--- src/rtl/core/assert_macros.svh ---
// assertion macros shared by the queue and back end rtl files
`ifndef ASSERT_MACROS_SVH
`define ASSERT_MACROS_SVH
`ifndef SYNTHESIS
// property checked on every rising clock edge outside reset
`define SHCM_ASSERT(lbl, clk, rst_n, prop) \
  lbl: assert property (@(posedge clk) disable iff (!rst_n) prop) \
    else $error("%m: assertion failed");
// condition that must never hold outside reset
`define SHCM_NEVER(lbl, clk, rst_n, cond) \
  `SHCM_ASSERT(lbl, clk, rst_n, !(cond))
`else
`define SHCM_ASSERT(lbl, clk, rst_n, prop)
`define SHCM_NEVER(lbl, clk, rst_n, cond)
`endif
`endif

--- src/rtl/core/shcm_pkg.sv ---
// shared types, constants and helpers of the sparse hermitian multiply core
package shcm_pkg;

  localparam int MAX_ROWS_DEF = 64;
  localparam int MAX_COLS_DEF = 64;
  localparam int QUEUE_DEPTH  = 4;

  // configuration register indexes
  localparam logic [2:0] REG_ALPHA_RE = 3'd0;
  localparam logic [2:0] REG_ALPHA_IM = 3'd1;
  localparam logic [2:0] REG_BETA_RE  = 3'd2;
  localparam logic [2:0] REG_BETA_IM  = 3'd3;
  localparam logic [2:0] REG_NUM_ROWS = 3'd4;
  localparam logic [2:0] REG_NUM_COLS = 3'd5;

  // input mode codes
  localparam logic [1:0] MODE_LOAD_X = 2'd0;
  localparam logic [1:0] MODE_LOAD_Y = 2'd1;
  localparam logic [1:0] MODE_NZ     = 2'd2;
  localparam logic [1:0] MODE_READ   = 2'd3;

  // classified operations handed from front to back
  typedef enum logic [2:0] {
    OP_LDX = 3'd0,
    OP_LDY = 3'd1,
    OP_NZ  = 3'd2,
    OP_RD  = 3'd3,
    OP_RDZ = 3'd4
  } op_t;

  // kinds of micro op in the multiply pipeline
  typedef enum logic [2:0] {
    K_VAL  = 3'd0,
    K_VALC = 3'd1,
    K_MAC  = 3'd2,
    K_BV   = 3'd3,
    K_AX   = 3'd4,
    K_RD   = 3'd5
  } kind_t;

  typedef struct packed {
    logic signed [31:0] re;
    logic signed [31:0] im;
  } cplx_t;

  typedef struct packed {
    op_t        op;
    logic [5:0] row;
    logic [5:0] col;
    cplx_t      v;
  } entry_t;

  typedef struct packed {
    cplx_t alpha;
    cplx_t beta;
  } cfg_t;

  // saturate a widened sum to 32 bits
  function automatic logic signed [31:0] sat32(input logic signed [48:0] v);
    logic signed [31:0] r;
    if (v > 49'sd2147483647) begin
      r = 32'sh7fffffff;
    end else if (v < -49'sd2147483648) begin
      r = 32'sh80000000;
    end else begin
      r = v[31:0];
    end
    return r;
  endfunction

endpackage

--- src/rtl/core/shcm_front.sv ---
// front end: configuration registers, input transfer and item classification
module shcm_front #(
  parameter int MAX_ROWS = shcm_pkg::MAX_ROWS_DEF,
  parameter int MAX_COLS = shcm_pkg::MAX_COLS_DEF,
  parameter int CIW      = 6
) (
  input  logic                  clk,
  input  logic                  rst_n,
  input  logic                  in_valid,
  output logic                  in_ready,
  input  logic [1:0]            in_mode,
  input  logic [5:0]            in_row,
  input  logic [5:0]            in_col,
  input  logic signed [31:0]    in_value_re,
  input  logic signed [31:0]    in_value_im,
  input  logic                  cfg_valid,
  output logic                  cfg_ready,
  input  logic [2:0]            cfg_index,
  input  logic [31:0]           cfg_wdata,
  output shcm_pkg::cfg_t        cfg,
  output logic [CIW-1:0]        nc_m1,
  input  logic                  q_full,
  output logic                  push,
  output shcm_pkg::entry_t      push_data
);

  logic signed [31:0] alpha_re_r, alpha_im_r, beta_re_r, beta_im_r;
  logic [6:0]         num_rows_r, num_cols_r;
  logic [12:0]        nr_eff, nc_eff;
  logic               elem_ok, nz_ok, keep;
  shcm_pkg::op_t      op;

  assign cfg_ready = 1'b1;
  assign in_ready  = !q_full;

  // configuration registers
  always_ff @(posedge clk) begin
    if (!rst_n) begin
      alpha_re_r <= 32'sd65536;
      alpha_im_r <= '0;
      beta_re_r  <= '0;
      beta_im_r  <= '0;
      num_rows_r <= 7'd64;
      num_cols_r <= 7'd64;
    end else if (cfg_valid && cfg_ready) begin
      case (cfg_index)
        shcm_pkg::REG_ALPHA_RE: alpha_re_r <= cfg_wdata;
        shcm_pkg::REG_ALPHA_IM: alpha_im_r <= cfg_wdata;
        shcm_pkg::REG_BETA_RE:  beta_re_r  <= cfg_wdata;
        shcm_pkg::REG_BETA_IM:  beta_im_r  <= cfg_wdata;
        shcm_pkg::REG_NUM_ROWS: num_rows_r <= cfg_wdata[6:0];
        shcm_pkg::REG_NUM_COLS: num_cols_r <= cfg_wdata[6:0];
        default: ;
      endcase
    end
  end

  assign cfg.alpha.re = alpha_re_r;
  assign cfg.alpha.im = alpha_im_r;
  assign cfg.beta.re  = beta_re_r;
  assign cfg.beta.im  = beta_im_r;

  // sizes in use, clamped to the store shape
  always_comb begin
    nr_eff = (num_rows_r == 7'd0) ? 13'd1 :
             ((13'(num_rows_r) > 13'(MAX_ROWS)) ? 13'(MAX_ROWS) : 13'(num_rows_r));
    nc_eff = (num_cols_r == 7'd0) ? 13'd1 :
             ((13'(num_cols_r) > 13'(MAX_COLS)) ? 13'(MAX_COLS) : 13'(num_cols_r));
  end

  assign nc_m1 = CIW'(nc_eff - 13'd1);

  // classify the item; ignored items are consumed without a queue entry
  always_comb begin
    elem_ok = (13'(in_row) < nr_eff) && (13'(in_col) < nc_eff);
    nz_ok   = (in_col < in_row) && (13'(in_row) < nr_eff);
    op      = shcm_pkg::OP_LDX;
    keep    = 1'b0;
    case (in_mode)
      shcm_pkg::MODE_LOAD_X: begin
        op   = shcm_pkg::OP_LDX;
        keep = elem_ok;
      end
      shcm_pkg::MODE_LOAD_Y: begin
        op   = shcm_pkg::OP_LDY;
        keep = elem_ok;
      end
      shcm_pkg::MODE_NZ: begin
        op   = shcm_pkg::OP_NZ;
        keep = nz_ok;
      end
      shcm_pkg::MODE_READ: begin
        op   = elem_ok ? shcm_pkg::OP_RD : shcm_pkg::OP_RDZ;
        keep = 1'b1;
      end
      default: ;
    endcase
  end

  assign push         = in_valid && in_ready && keep;
  assign push_data.op = op;
  assign push_data.row  = in_row;
  assign push_data.col  = in_col;
  assign push_data.v.re = in_value_re;
  assign push_data.v.im = in_value_im;

endmodule

--- config.mk ---
export PLATFORM = sky130hd
export DESIGN_NAME = shcm_front
export DESIGN_NICKNAME = d
export VERILOG_FILES = /design/src/rtl/core/assert_macros.svh /design/src/rtl/core/shcm_pkg.sv /design/src/rtl/core/shcm_front.sv
export SDC_FILE = /design/constraint.sdc
export NUM_CORES = 1
export LEC_CHECK = 0
export BUFFER_PORTS_ARGS = -buffer_cell sky130_fd_sc_hd__buf_2
export CAP_MARGIN = 30
export CORE_AREA = 2 2 131 133
export DETAILED_ROUTE_END_ITERATION = 10
export DIE_AREA = 0 0 133 135
export PLACE_DENSITY_LB_ADDON = 0.25
export SLEW_MARGIN = 30
export SYNTH_ARGS = -nofsm -noshare
export SYNTH_HDL_FRONTEND = slang
export SYNTH_SLANG_ARGS = --single-unit
--- constraint.sdc ---
create_clock -name clk -period 3.2 [get_ports clk]
set_input_delay 0.32 -clock clk [delete_from_list [all_inputs] [get_ports clk]]
set_output_delay 0.32 -clock clk [all_outputs]
set_load 0.02 [all_outputs]
==> metrics.yaml <==
start_util: 0.394
numPortBuffers: 204
rsz0062_at_grt: "no"
holdBufCountCts: 0
gp_congestion: 0.780
crit_path_end_kind: "output port"
layout_setup_ws_ns: 0.575
clock_latency_ns: 0.42
syn_to_final_growth_pct: 18.8
htreeDepth: 4
synthSimpleGateAreaFrac: 0.215
placeableCoreArea_um2: 16400
relSlewSlack: 0.422
finalCritPeriodShare: 0.820
synth_fa_ha_area_frac: 0.0309
regArea_um2: 2840
syn_avg_cell_area_um2: 8.13
finalHoldViolations: 0
clockBufferDepth: 2
via_count: 5429
fill_cells: 1661
setup_viol: 0
worst_pin_slew_ns: 0.865
hold_path_class: "in -> reg"
p_total_mw: 4.17
start_kind: "register"
dpl_cell_area_um2: 7100
final_max_slew_viol_count: 0
grt_pass1_vias: 5120
die_h_um: 135
place_ws_ns: 0.987
layout_common_cells: "nand2_1, buf_2, dfxtp_1"
synth-seq-cells: 142
fin_crit_ns: 2.62
io_pins: 334
ys_async_sr_fraction: 0
yosys_warnings: 0
first_pass_iters: 4
grt_overflow: 0
die-width_um: 133
insertedDiodeCount: 0
vias_per_cell: 4.77
final_common_cell: "nand2_1"
worstSetupPathType: "reg -> out"
peakVddDrop_v: 0.000343
fmax_ghz: 0.381
drt_iter0_markers: 268
post-route-drc-count: 0
synth_cell_type_count: 43
cts_resized: 0
p_leak_nw: 3.31
cts_root_buf: "clkbuf_16"
finalClockSkew_ns: 0
synth_nets: 930
synth.area.mux_share: 0
crit_required_ns: 2.88
cts_tree: "yes"
multi_input_area_um2: 2840
wire_per_inst_um: 15.6
wirelength_um: 17800
syn_area_um2: 6470
finalSetupTns_ns: 0
numCtsBuffers: 17
grt_pass1_wl_um: 27800
cap_viol_max_count: 0
hpwl_um: 12300
clk_pin_slew_ns: 0.06
synth_flop_cell: "dfxtp_1"
post_route_cells_drive_above_1_share: 0.280
synthXorXnorAreaFrac: 0.00135
cts_setup_buffers: 0
cp.arrival_ns: 2.30
nets: 1039
synth_top_family_by_area: "simple AND/OR/NAND/NOR gates"
grt_usage: 0.198
pwr_density_cell_nw_per_um2: 542
synth-edff-count: 0
cts.sink_count: 142
fin_area_um2: 7690
synth_cells: 796
drt.antenna.violating_nets: 0
dieArea_um2: 18000
synth_compound_area_frac: 0.187
antenna_found_initial: 0
yosysSeqAreaShare: 0.439
critPathMaxFanout: 12
status: "finished clean"
row_count: 47
grt_max_degree: 85
[registers in the layout, summed over array words and instances (netlist names)]
signal / count
alpha_im_r: 32
alpha_re_r: 32
beta_im_r: 32
beta_re_r: 32
num_cols_r: 7
num_rows_r: 7
[per-stage QoR]
step	instances	hold slack (ns)	util
2_1_floorplan	796	0.438	-
3_3_place_gp	1106	0.437	0.432
3_5_place_dp	1106	0.442	0.432
4_1_cts	1138	0.151	0.469
5_1_grt	1138	0.164	0.469
6_report	1138	0.165	0.469
[cell families (layout without fill, tap and decap cells)]
group / count (synthesis) / after routing
flip-flops: 142 / 142
adder cells (fa/ha/maj): 16 / 16
other: 1 / 1
AO/OA/AOI/OAI: 164 / 164
XOR/XNOR: 1 / 1
AND/OR/NAND/NOR: 340 / 340
buffers and inverters: 132 / 254
[metal layers]
layer,global-route usage,vias up,share of wire
li1,-,2714,-
met4,0.0609,0,0.013
met1,0.249,2523,0.45
met5,0,-,0
met3,0.0698,29,0.076
met2,0.319,163,0.46
[area by class of cell]
type | instances | share of cell area
clock buffer | 20 | 0.0594
clock inverter | 12 | 0.0176
sequential | 142 | 0.370
timing repair buffer | 214 | 0.145
tap | 220 | 0.0358
inverter | 8 | 0.00391
multi-input combinational | 522 | 0.369
[critical path, cell delays in order, from the launching register on]
cell,delay [ns]
dfxtp_1,0.39
nand2b_1,0.22
ha_1,0.23
nor4b_1,0.31
a31oi_1,0.09
a21oi_2,0.22
o2111ai_1,0.15
a21oi_2,0.12
buf_2,0.17
[power breakdown]
group	internal, mW	switching [mW]	total [mW]	leakage (nW)
Clock	1.19	0.783	1.98	0.279
Sequential	1.81	0.0211	1.83	1.15
Combinational	0.135	0.232	0.367	1.89
[synthesized netlist by cell type (2+ instances only)]
master	n	area, µm²
nor3_1	3	15.0
buf_2	20	100
a21oi_2	2	17.5
buf_4	77	578
nand3_1	8	40.0
and2_1	2	12.5
a21boi_0	20	150
nand2b_1	11	68.8
inv_1	8	30.0
nand2_1	291	1090
buf_1	3	11.3
nand4b_1	2	17.5
dfxtp_1	142	2840
a21boi_1	121	908
or2b_1	2	15.0
a21oi_1	8	40.0
or2_1	2	12.5
clkbuf_1	24	90.1
o21ai_0	4	20.0
ha_1	16	200
nor2_1	8	30.0
[worst paths after layout]
check	to	slack [ns]	start	depth (start not counted)
worst max-delay path	push	0.58	num_cols_r[6]	8
worst max register to register	num_cols_r[3]	2.44	num_cols_r[3]	2
worst min-delay path	beta_re_r[11]	0.17	cfg_wdata[11]	3
worst min register to register	alpha_im_r[24]	0.45	alpha_im_r[24]	2
No activity file was read; power rests on OpenSTA's default activity.
