[config.mk]
export PLATFORM = sky130hd
export DESIGN_NAME = shcm_queue
export DESIGN_NICKNAME = d
export VERILOG_FILES = /design/src/rtl/core/shcm_queue.sv
export VERILOG_INCLUDE_DIRS = /design/src /design/src/rtl/core
export SDC_FILE = /design/constraint.sdc
export NUM_CORES = 1
export LEC_CHECK = 0
export ABC_CLOCK_PERIOD_IN_PS = 2900
export BUFFER_PORTS_ARGS = -buffer_cell sky130_fd_sc_hd__buf_4
export CAP_MARGIN = 20
export CORE_MARGIN = 1.5
export CORE_UTILIZATION = 30
export CTS_BUF_LIST = sky130_fd_sc_hd__clkbuf_8
export DETAILED_ROUTE_END_ITERATION = 16
export GPL_TIMING_DRIVEN = 0
export PLACE_DENSITY = 0.52
export SLEW_MARGIN = 15
export SYNTH_ARGS = -nofsm -noshare
export SYNTH_HDL_FRONTEND = slang
export SYNTH_SLANG_ARGS = --single-unit
[constraint.sdc]
create_clock -name clk -period 2.9 [get_ports clk]
set_clock_uncertainty 0.2 [all_clocks]
set_input_delay 0.58 -clock clk [delete_from_list [all_inputs] [get_ports clk]]
set_output_delay 0.58 -clock clk [all_outputs]
set_load 0.03 [all_outputs]
[src/rtl/core/assert_macros.svh]
// assertion macros shared by the queue and back end rtl files
`ifndef ASSERT_MACROS_SVH
`define ASSERT_MACROS_SVH
`ifndef SYNTHESIS
// property checked on every rising clock edge outside reset
`define SHCM_ASSERT(lbl, clk, rst_n, prop) \
  lbl: assert property (@(posedge clk) disable iff (!rst_n) prop) \
    else $error("%m: assertion failed");
// condition that must never hold outside reset
`define SHCM_NEVER(lbl, clk, rst_n, cond) \
  `SHCM_ASSERT(lbl, clk, rst_n, !(cond))
`else
`define SHCM_ASSERT(lbl, clk, rst_n, prop)
`define SHCM_NEVER(lbl, clk, rst_n, cond)
`endif
`endif

[src/rtl/core/shcm_queue.sv]
// short fifo between the classifying front and the executing back
`include "assert_macros.svh"
module shcm_queue #(
  parameter int WIDTH = 8,
  parameter int DEPTH = 4
) (
  input  logic             clk,
  input  logic             rst_n,
  input  logic             push,
  input  logic [WIDTH-1:0] wdata,
  input  logic             pop,
  output logic [WIDTH-1:0] rdata,
  output logic             full,
  output logic             empty
);

  localparam int PW = (DEPTH > 1) ? $clog2(DEPTH) : 1;
  localparam int CW = $clog2(DEPTH + 1);

  logic [WIDTH-1:0] slot_r [DEPTH];
  logic [PW-1:0]    wr_ptr_r, rd_ptr_r;
  logic [CW-1:0]    count_r;

  assign full  = (count_r == CW'(DEPTH));
  assign empty = (count_r == '0);
  assign rdata = slot_r[rd_ptr_r];

  // payload slots
  always_ff @(posedge clk) begin
    if (push) begin
      slot_r[wr_ptr_r] <= wdata;
    end
  end

  // pointers and fill count
  always_ff @(posedge clk) begin
    if (!rst_n) begin
      wr_ptr_r <= '0;
      rd_ptr_r <= '0;
      count_r  <= '0;
    end else begin
      if (push) begin
        wr_ptr_r <= (wr_ptr_r == PW'(DEPTH - 1)) ? '0 : wr_ptr_r + 1'b1;
      end
      if (pop) begin
        rd_ptr_r <= (rd_ptr_r == PW'(DEPTH - 1)) ? '0 : rd_ptr_r + 1'b1;
      end
      if (push && !pop) begin
        count_r <= count_r + 1'b1;
      end else if (pop && !push) begin
        count_r <= count_r - 1'b1;
      end
    end
  end

  `SHCM_NEVER(a_count_range, clk, rst_n, count_r > CW'(DEPTH))
  `SHCM_NEVER(a_pop_empty, clk, rst_n, pop && empty)
  `SHCM_NEVER(a_push_full, clk, rst_n, push && full)

endmodule

==> results of run 1 <==
==> worst max-delay path by stage <==
| stage | startpoint | to | slack [ns] | cells after the start |
|---|---|---|---|---|
| 6_report | register | rdata[6] | 0.61 | 3 |
| 5_1_grt | register | rdata[6] | 0.55 | 3 |
| 4_1_cts | register | rdata[6] | 0.58 | 3 |
| 3_5_place_dp | pop | count_r[2]$_SDFFE_PN0P_ | 0.62 | 8 |
| 3_3_place_gp | pop | count_r[2]$_SDFFE_PN0P_ | 0.64 | 8 |
| 2_1_floorplan | pop | count_r[2]$_SDFFE_PN0P_ | 0.86 | 7 |
==> cell usage after synthesis <==
cell type / n / share of area, %
nor3b_1: 1 / 0.46
or3_1: 1 / 0.39
nor3_1: 2 / 0.62
buf_6: 1 / 0.70
o21a_1: 1 / 0.46
mux2i_1: 4 / 2.5
and2_1: 5 / 1.9
dfxtp_1: 9 / 11
a21boi_1: 1 / 0.46
nor2_1: 1 / 0.23
fa_1: 1 / 1.2
xnor2_1: 1 / 0.54
o21ai_0: 1 / 0.31
ha_1: 6 / 4.6
edfxtp_1: 32 / 59
clkbuf_2: 1 / 0.31
inv_1: 4 / 0.93
nor2b_1: 5 / 1.9
mux4_2: 8 / 11
xor2_1: 1 / 0.54
==> through the flow <==
stage               setup WS (ns)  util, %
floorplan                  0.8573        -
global placement           0.6416    36.20
detailed placement         0.6203    36.20
CTS                        0.5839    38.80
global route               0.5513    38.80
finish                     0.6138    38.80
==> sequential cells by signal, indices dropped and copies added (netlist names), named ones only <==
register  cells
rd_ptr_r      2
wr_ptr_r      2
count_r       3
slot_r       32
==> layout make-up <==
cell class | count | area [um^2]
Buffer | 2 | 16.27
Clock buffer | 5 | 68.82
Clock inverter | 3 | 65.06
Fill cell | 502 | 3146
Inverter | 4 | 15.01
Multi-Input combinational cell | 39 | 442.9
Sequential cell | 41 | 1141
Tap cell | 70 | 87.58
Timing Repair Buffer | 21 | 157.7
==> placed cells by master (no fill, tap or decap) <==
| cell type | n |
|---|---|
| xnor2_1 | 1 |
| mux2i_1 | 4 |
| nor2_1 | 1 |
| nor3b_1 | 1 |
| a21boi_1 | 1 |
| nor3_1 | 2 |
| or3_1 | 1 |
| edfxtp_1 | 32 |
| o21ai_0 | 1 |
| buf_4 | 21 |
| bufinv_16 | 2 |
| buf_6 | 1 |
| clkbuf_2 | 1 |
| nor2b_1 | 5 |
| clkinv_2 | 1 |
| mux4_2 | 8 |
| and2_1 | 5 |
| inv_1 | 4 |
| dfxtp_1 | 9 |
| ha_1 | 6 |
| clkbuf_8 | 5 |
| o21a_1 | 1 |
| xor2_1 | 1 |
| fa_1 | 1 |
==> worst max-delay path, cell delays in order (launching register included) <==
cell and delay [ns]:
dfxtp_1 0.34, buf_6 0.17, mux4_2 0.52, buf_4 0.19
==> routing by layer <==
metal | part of all wire, % | track usage, % | up-vias
li1 | - | - | 381
met1 | 44 | 12.23 | 410
met2 | 50 | 16.43 | 21
met3 | 4.6 | 3.713 | 6
met4 | 1.7 | 4.444 | 0
met5 | 0 | 0 | -
==> cell families (layout without fill, tap and decap cells) <==
| family | count (synthesis) | count (layout) | synth area share (%) |
|---|---|---|---|
| compound gates | 3 | 3 | 1.239 |
| xor+xnor | 2 | 2 | 1.085 |
| fa+ha+maj | 7 | 7 | 5.887 |
| buf+inv | 6 | 35 | 1.936 |
| flops | 41 | 41 | 70.64 |
| mux | 12 | 12 | 13.63 |
| simple gates | 15 | 15 | 5.577 |
==> where the power goes <==
| part | switching (mW) | total [mW] | internal [mW] | leakage, nW |
|---|---|---|---|---|
| Sequential | 0.0175 | 0.685 | 0.668 | 0.368 |
| Clock | 0.193 | 0.535 | 0.342 | 0.0681 |
| Combinational | 0.106 | 0.193 | 0.0874 | 0.292 |
| Total | 0.316 | 1.41 | 1.10 | 0.728 |
==> reports/qor.txt, run 1 <==
Setup TNS -> 0 ns
TritonCTS clock tree -> done
PortBufs -> 21
Global-route wire length before repair -> 4360 um
Initial Utilization -> 31.43%
Layout Nets -> 133
FF-to-FF Start -> count_r[0]$_SDFFE_PN0P_
Reg2Reg Capture Point -> count_r[2]$_SDFFE_PN0P_
Worst Hold Class -> in2reg
Total number of vias -> 818
Post-Syn Instances -> 86
Yosys warning total -> 0
CP Launch Type -> register
Total Wirelength -> 2650 um
FP Rows -> 26
Fin area -> 1994 um^2
Area grow syn2layout -> 23.47%
Final Critical Period -> 2.286 ns
Final hold vios -> 0
Initial DRT Pass Iterations -> 4
Fmax achieved -> 437.4 MHz
Least-Margin Pin Slew -> 0.4539 ns
H-tree Lvls -> 2
Max FO, Critical Path -> 8
Antenna violations before repair -> 0
Worst Setup End Kind -> output port
Max-cap violations -> 0
Relative slew margins -> 69.74%
Clk sinks -> 41
Pin count of the biggest net entering global routing -> 14
Power Density -> 708.5 nW/um^2
Hold-fix buffer count after cts -> 0
Clock slew seen by the registers of the worst setup and hold paths -> 0.08 ns
Core ar. -> 5140 um^2
Residual DRC count -> 0
Register bit total from synthesis -> 41
Post-CTS setup buffer count -> 0
Final period utilization -> 78.83%
I/O pin count -> 22
Syn nets -> 105
GRT Util Overall -> 10.18%
Seq/Total Area, Yosys -> 70.64%
Placed insts -> 177
Run status -> completed
# setup viols final -> 0
Pwr Total -> 1.413 mW
Worst Reg2Reg Path Length in Cells -> 4
Synth Cell Area -> 1615 um^2
Die Wd -> 76.38 um
Post-CTS sizing -> 0
Die Ht -> 76.38 um
Die area -> 5833 um^2
Antenna diodes -> 0
Fraction of layout cells with a size suffix above 1 -> 33.91%
Flop2flop setup slack -> 1.23 ns
CTS Root Cell -> clkbuf_8
CP Class -> reg2out
CTS max path bufs -> 2
GPL Wtd Cong -> 0.6242
Worst min-delay path endpoint -> slot_r[1][1]$_DFFE_PP_
Vias in the first global route -> 889
Wire per inst -> 14.32 um
Hold Path Stages -> 1
Req. time, crit path -> 2.12 ns
Critical path arrival -> 1.51 ns
Post-Syn Area per Cell -> 18.78 um^2
Clk_lat worst skew -> 0.29 ns
Non-Filler Instances -> 185
Unique masters post-synth -> 20
RSZ-0062 raised after global routing -> no
HP Start -> wdata[1]
CTS buffer count -> 5
Dpl hpwl -> 1837 um
Hold Slack -> 0.2890 ns
ANT nets after route -> 0
LEAKAGE -> 0.7283 nW
Number of DRC markers in iteration 0 -> 28
Dpl cell area -> 1861 um^2
Via density -> 4.422
Final Max Tran Viols -> 0
Total congestion overflow -> 0
Peak VDD IR -> 0.2566 mV
Power figures use the tool's default switching activity.
==> run 2: changes to the inputs <==
--- a/config.mk
+++ b/config.mk
@@ -6,7 +6,8 @@
 export SDC_FILE = /design/constraint.sdc
 export NUM_CORES = 1
 export LEC_CHECK = 0
-export ABC_CLOCK_PERIOD_IN_PS = 2900
+export ABC_AREA = 1
+export ABC_CLOCK_PERIOD_IN_PS = 1870
 export BUFFER_PORTS_ARGS = -buffer_cell sky130_fd_sc_hd__buf_4
 export CAP_MARGIN = 20
 export CORE_MARGIN = 1.5
@@ -14,7 +15,7 @@
 export CTS_BUF_LIST = sky130_fd_sc_hd__clkbuf_8
 export DETAILED_ROUTE_END_ITERATION = 16
 export GPL_TIMING_DRIVEN = 0
-export PLACE_DENSITY = 0.52
+export PLACE_DENSITY = 0.54
 export SLEW_MARGIN = 15
 export SYNTH_ARGS = -nofsm -noshare
 export SYNTH_HDL_FRONTEND = slang
==> constraint.sdc (replaced) <==
create_clock -name clk -period 1.87 [get_ports clk]
set_clock_uncertainty 0.2 [all_clocks]
set_input_delay 0.374 -clock clk [delete_from_list [all_inputs] [get_ports clk]]
set_output_delay 0.374 -clock clk [all_outputs]
set_load 0.03 [all_outputs]
==> run 2 against run 1 <==
Final area up 7.4%. Sequential cell count unchanged. Critical path depth up 1. Sequential share of layout area down 3.6 points. Non-clock buffer count up 4. Setup slack worse by 0.60 ns. Area after synthesis up 2.2%.
==> reports/qor.txt, run 2 <==
Final period utilization -> 98.99%
Hold Path Stages -> 1 (unchanged)
Clock slew seen by the registers of the worst setup and hold paths -> 0.07 ns (about the same)
Antenna violations before repair -> 0 (unchanged)
Sequential power share -> 54.2% (+5.7 points)
Run status -> completed
Pwr Total -> 1.978 mW (+40%)
Vias in the first global route -> 1080 (+21%)
GRT Util Overall -> 11.91% (+1.7 points)
ANT nets after route -> 0 (unchanged)
Seq/Total Area, Yosys -> 69.09% (-1.6 points)
Most common cell after layout, fill and taps aside -> edfxtp_1
Peak VDD IR -> 0.3675 mV (+43%)
Total Wirelength -> 3308 um (+25%)
Global-route wire length before repair -> 5278 um (+21%)
FP Rows -> 26 (unchanged)
Setup TNS -> 0 ns (unchanged)
Most frequent cells after synthesis -> edfxtp_1 (32), nor2_1 (22), inv_1 (15), o21ai_0 (15), dfxtp_1 (9)
PortBufs -> 21 (unchanged)
# setup viols final -> 0 (unchanged)
Worst Hold Class -> in2reg
Yosys warning total -> 0 (unchanged)
Core ar. -> 5205 um^2 (+1.3%)
Reg2Reg Capture Point -> slot_r[3][3]$_DFFE_PP_
Unique masters post-synth -> 19 (-5.0%)
CP cell instances -> buf_6, o21ai_1, o22ai_1, buf_4
P_sw -> 0.5378 mW (+70%)
CP max stage cell -> dfxtp_4
Largest regs -> slot_r x32, count_r x3
LEAKAGE -> 0.8502 nW (+17%)
Via density -> 4.622 (+4.5%)
Clk_lat worst skew -> 0.28 ns (about the same)
Post-Syn Area per Cell -> 12.23 um^2 (-35%)
Internal -> 1.440 mW (+31%)
I/O pin count -> 22 (unchanged)
Relative slew margins -> 71.86% (+2.1 points)
Hold Slack -> 0.08241 ns (-0.2066 ns)
CP Class -> reg2out
Final Max Tran Viols -> 0 (unchanged)
Dpl hpwl -> 2165 um (+18%)
Register bit total from synthesis -> 41 (unchanged)
Slowest stage delay, CP -> 0.40 ns (-0.12 ns)
Initial Utilization -> 31.73% (+0.30 points)
CP Launch Type -> register
Gate power share -> 18.9% (+5.2 points)
Most frequent cells in the layout -> edfxtp_1 (32), nor2_1 (20), buf_4 (19)
CTS max path bufs -> 2 (unchanged)
Top post-synthesis cells by area -> edfxtp_1 (58%), dfxtp_1 (11%), nor2_1 (5.0%)
CTS buffer count -> 5 (unchanged)
Post-Syn Instances -> 135 (+57%)
RSZ-0062 raised after global routing -> yes
Initial DRT Pass Iterations -> 4 (unchanged)
Pin count of the biggest net entering global routing -> 13 (-1)
Top-count cell post-synth -> edfxtp_1
Final Critical Period -> 1.851 ns
Crit. path cell count -> 4 (+1)
Crit path buffers/inverters -> 2 (unchanged)
Clock Power Share -> 26.9% (-11 points)
FF-to-FF Start -> wr_ptr_r[0]$_SDFFE_PN0P_
Max FFs per register -> 32 (unchanged)
CTS Root Cell -> clkbuf_8
Least-Margin Pin Slew -> 0.4217 ns (-0.03218 ns)
Antenna diodes -> 0 (unchanged)
Fmax achieved -> 540.2 MHz
Die Wd -> 77.20 um (+1.1%)
Fraction of layout cells with a size suffix above 1 -> 33.33% (-0.58 points)
Total congestion overflow -> 0 (unchanged)
Worst Reg2Reg Path Length in Cells -> 3 (-1)
Cell taking the most area after synthesis -> edfxtp_1
Flop2flop setup slack -> 0.35 ns (-0.88 ns)
Final hold vios -> 0 (unchanged)
GPL Wtd Cong -> 0.6771 (+8.5%)
Switching share of power -> 27.19% (+4.8 points)
Critical path arrival -> 1.28 ns (-0.23 ns)
H-tree Lvls -> 2 (unchanged)
TritonCTS clock tree -> done
Fin area -> 2142 um^2 (+7.4%)
Number of DRC markers in iteration 0 -> 39 (+39%)
Dpl cell area -> 1897 um^2 (+2.0%)
Residual DRC count -> 0 (unchanged)
Ys async rst share -> 0% (unchanged)
Power Density -> 923.3 nW/um^2 (+30%)
Dpl ws -> 0.01669 ns (-0.6036 ns)
Final core occ -> 41.15% (+2.4 points)
Top cell type's share of synthesized area -> 58.18% (-1.3 points)
Non-Filler Instances -> 238 (+29%)
Die area -> 5959 um^2 (+2.2%)
Crit-path leading delay family -> flip-flops
Final worst slack -> 0.01879 ns (-0.5950 ns)
Worst min-delay path endpoint -> slot_r[3][7]$_DFFE_PP_
Dominant synthesized flop cell -> edfxtp_1
Placed insts -> 226 (+28%)
Total number of vias -> 1100 (+34%)
Layout Nets -> 186 (+40%)
Die Ht -> 77.20 um (+1.1%)
Clk sinks -> 41 (unchanged)
Max-cap violations -> 0 (unchanged)
Wire per inst -> 13.90 um (-3.0%)
Syn nets -> 154 (+47%)
Req. time, crit path -> 1.30 ns (-0.82 ns)
Biggest register -> slot_r
Synth Cell Area -> 1652 um^2 (+2.2%)
EDFF count, synth -> 32 (unchanged)
HP Start -> wdata[7]
Worst Setup End Kind -> output port
Area grow syn2layout -> 29.70%
Max FO, Critical Path -> 10 (+2)
==> run 2: power by group through the flow <==
stage	logic (mW)	registers, mW	clock network (mW)
after floorplan	0.201	1.08	0
after global placement	0.308	1.09	0
after detailed placement	0.320	1.09	0
after CTS	0.353	1.07	0.549
after global routing	0.409	1.08	0.589
final	0.374	1.07	0.533
==> run 2: worst reg2reg max path, cell delays in order, from the launching register on <==
cell     delay [ns]
dfxtp_1        0.41
ha_1           0.20
nand2_1        0.06
inv_1          0.32
==> run 2: logic make-up (layout without fill, tap and decap cells) <==
kind of cell    after synthesis  count (layout)  synth area share [%]
compound gates               30              30                 10.15
xor+xnor                      1               1                0.5304
fa+ha+maj                     7               7                 5.758
buf+inv                      18              51                 4.999
flops                        41              41                 69.09
simple gates                 38              38                 9.470
==> run 2: layout make-up <==
cell class / instances / area [um^2]
Tap cell: 70 / 87.58
Sequential cell: 41 / 1149
Clock buffer: 5 / 68.82
Inverter: 16 / 67.56
Multi-Input combinational cell: 76 / 504.2
Clock inverter: 3 / 12.51
Buffer: 2 / 26.28
Fill cell: 485 / 3063
Timing Repair Buffer: 25 / 226.5
==> run 2: worst max path at each step <==
stage	to	start	slack [ns]
finish	rdata[6]	register	0.02
detailed placement	count_r[2]$_SDFFE_PN0P_	pop	0.02
CTS	rdata[5]	register	-0.02
global placement	count_r[2]$_SDFFE_PN0P_	pop	0.06
global route	rdata[7]	register	-0.05
floorplan	rdata[1]	register	0.16
==> run 2: repair_timing <==
action | 4_1_cts | 5_1_grt
pin swaps | 5 | 8
setup endpoints to repair | 8 | 8
setup buffers | 3 | 0
cloned | 1 | 0
hold buffers | 0 | 0
resized for setup | 18 | 25
==> run 2: routing by layer <==
metal,GRT usage (%),wire [um],vias to the layer above
met5,0,0,-
met4,4.000,40,0
met3,4.167,157,6
met2,20.26,1715,24
met1,13.91,1394,536
li1,-,-,534
